`config.mk`:
```
export PLATFORM = sky130hd
export DESIGN_NAME = deq_ctrl
export DESIGN_NICKNAME = d
export VERILOG_FILES = /design/src/rtl/core/deq_pkg.sv /design/src/rtl/core/deq_ctrl.sv
export SDC_FILE = /design/constraint.sdc
export NUM_CORES = 1
export LEC_CHECK = 0
export BUFFER_PORTS_ARGS = -buffer_cell sky130_fd_sc_hd__clkbuf_2
export CAP_MARGIN = 20
export CORE_AREA = 8 8 45 47
export CTS_BUF_LIST = sky130_fd_sc_hd__clkbuf_8
export CTS_CLUSTER_SIZE = 30
export DETAILED_ROUTE_END_ITERATION = 6
export DIE_AREA = 0 0 53 55
export SLEW_MARGIN = 20
export SYNTH_ARGS = -nofsm -noshare
export SYNTH_HDL_FRONTEND = slang
export SYNTH_SLANG_ARGS = --single-unit
```
`constraint.sdc`:
```
create_clock -name aclk -period 1.3 [get_ports aclk]
set_clock_uncertainty 0.1 [all_clocks]
set_input_delay 0.26 -clock aclk [delete_from_list [all_inputs] [get_ports aclk]]
set_output_delay 0.26 -clock aclk [all_outputs]
set_load 0.05 [all_outputs]
```
`src/rtl/core/deq_pkg.sv`:
```
// Shared types for the double-ended queue: action and status codes,
// and the command bundle from the controller to the datapath.
// No dependencies.
`timescale 1ns / 1ps

package deq_pkg;

    typedef enum logic [2:0] {
        ACT_PUSH_FRONT = 3'd0,
        ACT_PUSH_BACK  = 3'd1,
        ACT_POP_FRONT  = 3'd2,
        ACT_POP_BACK   = 3'd3,
        ACT_PEEK_FRONT = 3'd4,
        ACT_PEEK_BACK  = 3'd5,
        ACT_SIZE       = 3'd6,
        ACT_CLEAR      = 3'd7
    } action_t;

    typedef enum logic [1:0] {
        STAT_OK    = 2'd0,
        STAT_DATA  = 2'd1,
        STAT_EMPTY = 2'd2,
        STAT_FULL  = 2'd3
    } status_t;

    typedef struct packed {
        logic load;
        logic exec;
        logic emit;
    } deq_cmd_t;

endpackage

```
`src/rtl/core/deq_ctrl.sv`:
```
// Sequencer of the double-ended queue: accept a word, run it, emit the result.
// Depends on deq_pkg.
`timescale 1ns / 1ps

module deq_ctrl
    import deq_pkg::*;
(
    input  logic     aclk,
    input  logic     aresetn,
    input  logic     s_valid,
    output logic     s_ready,
    output logic     m_valid,
    input  logic     m_ready,
    output deq_cmd_t cmd
);

    typedef enum logic [2:0] {
        ST_IDLE = 3'b001,
        ST_EXEC = 3'b010,
        ST_DONE = 3'b100
    } state_t;

    state_t state_reg, state_next;
    logic   m_valid_reg, m_valid_next;
    logic   out_free;

    assign out_free = !m_valid_reg || m_ready;

    always_comb begin
        state_next = state_reg;
        unique case (state_reg)
            ST_IDLE: begin
                if (s_valid) begin
                    state_next = ST_EXEC;
                end
            end
            ST_EXEC: begin
                state_next = ST_DONE;
            end
            ST_DONE: begin
                if (out_free) begin
                    state_next = ST_IDLE;
                end
            end
            default: begin
                state_next = ST_IDLE;
            end
        endcase
    end

    assign cmd.load = (state_reg == ST_IDLE) && s_valid;
    assign cmd.exec = (state_reg == ST_EXEC);
    assign cmd.emit = (state_reg == ST_DONE) && out_free;

    always_comb begin
        if (cmd.emit) begin
            m_valid_next = 1'b1;
        end else if (m_ready) begin
            m_valid_next = 1'b0;
        end else begin
            m_valid_next = m_valid_reg;
        end
    end

    always_ff @(posedge aclk) begin
        if (!aresetn) begin
            state_reg   <= ST_IDLE;
            m_valid_reg <= 1'b0;
        end else begin
            state_reg   <= state_next;
            m_valid_reg <= m_valid_next;
        end
    end

    assign s_ready = (state_reg == ST_IDLE);
    assign m_valid = m_valid_reg;

`ifndef SYNTH
    a_accept_runs: assert property (@(posedge aclk) disable iff (!aresetn)
        s_valid && s_ready |=> state_reg == ST_EXEC && !s_ready)
        else $error("accepted word did not start execution");

    a_result_from_done: assert property (@(posedge aclk) disable iff (!aresetn)
        $rose(m_valid) |-> $past(state_reg) == ST_DONE)
        else $error("result raised outside the done state");
`endif

endmodule

```
==> results of run 1 <==
-- logic make-up (layout without fill, tap and decap cells) --
kind of cell           count (synthesis)  after routing  synth area share
and+or+nand+nor                       10             10             0.368
buffers and inverters                  2             18            0.0789
DFF                                    4              4             0.421
muxes                                  1              1            0.0526
AOI/OAI and AO/OA                      2              2            0.0790
-- layout by cell type, fill, tap and decap left out, drive strengths merged, types with 4 or more instances in the layout --
| cell | n |
|---|---|
| nor3b | 4 |
| buf | 11 |
| dfxtp | 4 |
| clkbuf | 7 |
-- through the flow --
step,TNS [ns],util
final,-0.860,0.312
after global routing,-1.06,0.312
after CTS,-0.918,0.309
after detailed placement,-0.145,0.262
after global placement,-0.161,0.262
after floorplan,-0.651,-
-- worst max-delay path, delay by kind of cell, from the launching register on --
kind | cells | cell delay [ns]
flops | 1 | 0.32
buf+inv | 1 | 0.14
simple gates | 2 | 0.53
-- routing by layer --
metal	routed length, µm	vias up	share of wire
met2	272	6	0.48
met4	0	0	0
met1	213	94	0.37
li1	-	99	-
met3	84	0	0.15
met5	0	-	0
-- what timing repair did --
action / CTS / global route
endpoints found under the setup margin: 4 / 5
pin swaps: 3 / 2
resized for setup: 7 / 1
-- worst paths after layout --
| check | from | endpoint |
|---|---|---|
| min reg2reg | state_reg[0] | state_reg[2] |
| min | aresetn | state_reg[0] |
| max reg2reg | state_reg[2] | state_reg[0] |
| max | state_reg[2] | cmd[0] |
-- final cells by class --
type / instances / area, µm² / share of cell area
repair buffers: 15 / 164 / 0.380
well taps: 16 / 20.0 / 0.0464
multi-input cells: 13 / 123 / 0.284
flip-flops and latches: 4 / 83.8 / 0.194
clock buffers: 3 / 41.3 / 0.0957
-- power by group --
group          switching, mW  internal [mW]  total (mW)
logic                 0.0524         0.0652       0.118
registers            0.00295          0.130       0.133
clock network         0.0589          0.197       0.256
==> impl_metrics.ini, run 1 <==
[setup_path]
critPathMaxFanout = 2
cp-start-kind = register
path_cells = or3b_4 > nor2b_4 > buf_12
cpPeakStageDelay_ns = 0.40
ff2ff_path_depth = 4
path_class = reg -> out
r2r_setup_slack_ns = 0.03
cp_data_arrival_time_ns = 1.21
end_kind = output pin
required_ns = 0.94
worst_path_max_delay_cell = or3b_4

[route]
vias = 199
drt_pass1_iterations = 4
drc = 0
first_iter_violations = 3
ant_nets = 0
drt_wl_total_um = 570
post_drt_via_cell_ratio = 3.90
wl_per_cell_um = 11.2

[sta]
whs_ns = 0.149
worstMarginPinSlew_ns = 0.282
max_freq_mhz = 638
setup_violations = 4
period_share = 1.21
min_period_ns = 1.57
hold_violations = 0
layout_setup_ws_ns = -0.267
rsz0062_at_grt = true
final_max_slew_viol_count = 0
relSlewSlack = 0.813

[yosys]
yosysWarnings = 0
ys_top_cells_by_count = dfxtp_1, nor3b_1, buf_4
ys_ff_latch = 4
synthFlopType = dfxtp_1
synth_area_leaders = dfxtp_1, nor3b_1, buf_4, mux2i_1, or3b_1
syn-num-nets = 23
synth_cell_types = 12
yosysSeqAreaShare = 0.421
synth_edf_count = 0
async_flop_share = 0
synth_top_area_share = 0.421
synth_cells = 19
synth_top_area_cell = dfxtp_1
synth_area_per_cell_um2 = 10.0
syn_area_um2 = 190

[placed_design]
io_buffer_count = 8
dp_cells = 48
gp_congestion = 0.742
post-place-ws_ns = -0.133
dp_hpwl_um = 413
placed_cell_area_um2 = 363

[final_layout]
fin_area_um2 = 432
diodes = 0
layout.nets = 41
largest_register_ff_count = 3
drive_above_1_share = 0.771
stdcell_count = 51
nFillCells = 144
area_growth_syn_to_layout_pct = 127

[grt]
grtUsageMet3 = 0.0401
grtUsageMet2 = 0.0664
grt_pass1_wl_um = 945
antenna_found_initial = 0
grt_max_degree = 5
grt_remaining_overflow = 0
grtUsageTotal = 0.0476
use_met1 = 0.0441
top_usage_layer = met2
grt_pass1_vias = 218

[floorplan]
die_h_um = 55
io_pins = 9
coreArea_mm2 = 0.00138
start_util = 0.137
die-area_mm2 = 0.00292
fp.dieW_um = 53
rows = 14

[clocking]
numCtsBuffers = 3
cts_tree = built
cts.sinks = 4
cts.clk_slew.worst_paths_ns = 0.03
clockRootBuffer = clkbuf_8
cts.htree.levels = 1
postCtsSetupBuffers = 0
cts.path.max_buffers = 2
cts_hold_buf = 0
worstSkewPairLatency_ns = 0.21

[power_and_ir_drop]
p_leak_nw = 0.189
total_power_mw = 0.506
powerDensity_mw_per_mm2 = 1170
vdd_drop_max_mv = 0.332

[hold_path]
hp-class = in -> reg
min_path_cells = 2

[run_status]
outcome = complete, but fails checks
violations = setup timing

[job]
maxCapViolations = 0
Note: power is estimated with default switching activity, not from simulation.
==> run 2: changes to the inputs <==
Settings changed: CELL_PAD_IN_SITES_DETAIL_PLACEMENT from default to 1, CELL_PAD_IN_SITES_GLOBAL_PLACEMENT from default to 1, PLACE_DENSITY_LB_ADDON from default to 0.1, SETUP_SLACK_MARGIN from default to 0.4.
==> run 2 against run 1 <==
Total power grew 4.9%. Flip-flop and latch count is the same. Utilization grew 4.5 points. Cell area grew 14%. The flow still finishes with violations (setup timing). Critical endpoint unchanged. Worst hold slack is essentially flat.
==> impl_metrics.ini, run 2 (synthesis results as in run 1) <==
[route]
first_iter_violations = 0
wl_met1_um = 219
wl_per_cell_um = 12.0
highest_layer = met4
wl_met2_um = 334
drt_pass1_iterations = 1
post_drt_via_cell_ratio = 3.82
drt_wl_total_um = 662
vias = 210
drc = 0
ant_nets = 0
route.met3.wl_um = 91

[run_status]
violations = setup timing
outcome = complete, but fails checks

[setup_path]
worst_path_max_delay_cell = or3b_4
path_cells = or3b_4 > nor2b_4 > buf_12
cpPeakStageDelay_ns = 0.41
ff2ff_path_depth = 5
required_ns = 0.94
r2r_start = state_reg[0]
r2r_setup_slack_ns = -0.08
critPathMaxFanout = 2
timing.rr.end = state_reg[0]
end_kind = output pin
cp_data_arrival_time_ns = 1.21
cp-start-kind = register
path_class = reg -> out

[clocking]
cts.clk_slew.worst_paths_ns = 0.03
worstSkewPairLatency_ns = 0.22
cts.path.max_buffers = 2
numCtsBuffers = 3
clockRootBuffer = clkbuf_8
cts_tree = built
cts.htree.levels = 1
cts.sinks = 4
cts_hold_buf = 0

[sta]
final_max_slew_viol_count = 0
period_share = 1.21
relSlewSlack = 0.894
whs_ns = 0.149
layout_setup_ws_ns = -0.268
rsz0062_at_grt = true
min_period_ns = 1.57
max_freq_mhz = 638
setup_violations = 5
hold_violations = 0
worstMarginPinSlew_ns = 0.155

[grt]
grt_pass1_vias = 265
grtUsageTotal = 0.0568
grt_pass1_wl_mm = 1.09
grt_remaining_overflow = 0
antenna_found_initial = 0
grt_max_degree = 5

[final_layout]
drive_above_1_share = 0.846
diodes = 0
final_cell_mix = buf_4, buf_12, clkbuf_8, clkbuf_2, buf_6
utilization = 0.357
largest_register_ff_count = 3
layout_commonest_cell = buf_4
area_growth_syn_to_layout_pct = 160
nFillCells = 163
layout.nets = 44

[hold_path]
min_to = state_reg[0]
hp-class = in -> reg
min_path_cells = 2
hp-start = aresetn

[floorplan]
coreArea_mm2 = 0.00138
die_h_um = 55
fp.dieW_um = 53
die-area_mm2 = 0.00292
start_util = 0.137
rows = 14
io_pins = 9

[placed_design]
io_buffer_count = 8
gp_congestion = 0.680

[power_and_ir_drop]
p_leak_nw = 0.216
vdd_drop_max_mv = 0.440
powerDensity_mw_per_mm2 = 1070

[job]
maxCapViolations = 0
## run 2: worst max-delay path by stage
| stage | cells after the start | endpoint | from |
|---|---|---|---|
| floorplan | 2 | cmd[2] | state_reg[1] |
| global placement | 3 | cmd[0] | state_reg[0] |
| detailed placement | 3 | cmd[0] | state_reg[0] |
| CTS | 3 | cmd[0] | state_reg[0] |
| global route | 3 | cmd[0] | state_reg[0] |
| finish | 3 | cmd[0] | state_reg[0] |
## run 2: per-stage QoR
step	total power [mW]	std cells	setup WS, ns	TNS [ns]	area [µm²]
after floorplan	0.183	19	-0.278	-0.651	209
after global placement	0.245	48	-0.122	-0.148	367
after detailed placement	0.246	48	-0.123	-0.169	367
after CTS	0.534	53	-0.273	-1.00	463
after global routing	0.562	55	-0.308	-1.22	494
final	0.531	55	-0.268	-0.984	494
## run 2: area by class of cell
cell class	count	area [µm²]	share of cell area
tap	16	20.0	0.0405
clock inverter	1	3.75	0.00759
timing repair buffer	18	206	0.418
multi-input combinational	13	136	0.276
clock buffer	3	41.3	0.0835
sequential	4	86.3	0.175
## run 2: power by group
part	total (mW)	switching, mW	internal (mW)	leakage (nW)
sequential	0.131	0.00322	0.127	0.0335
clock	0.272	0.0703	0.202	0.0269
combinational	0.128	0.0566	0.0714	0.155
## run 2: timing repair
| action | 4_1_cts | 5_1_grt |
|---|---|---|
| setup endpoints to repair | 9 | 9 |
| gates resized for setup | 9 | 4 |
| buffers inserted | 1 | 2 |
| pin swaps | 5 | 4 |
## run 2: critical path: cells and delay by family, from the launching register on
kind | cells | cell delay, ns
flops | 1 | 0.31
buf+inv | 1 | 0.14
simple gates | 2 | 0.55
## run 2: routing by layer
layer | up-vias | GRT usage
met2 | 10 | 0.0820
met5 | - | 0
met1 | 94 | 0.0440
met3 | 2 | 0.0481
met4 | 0 | 0.0647
li1 | 104 | -
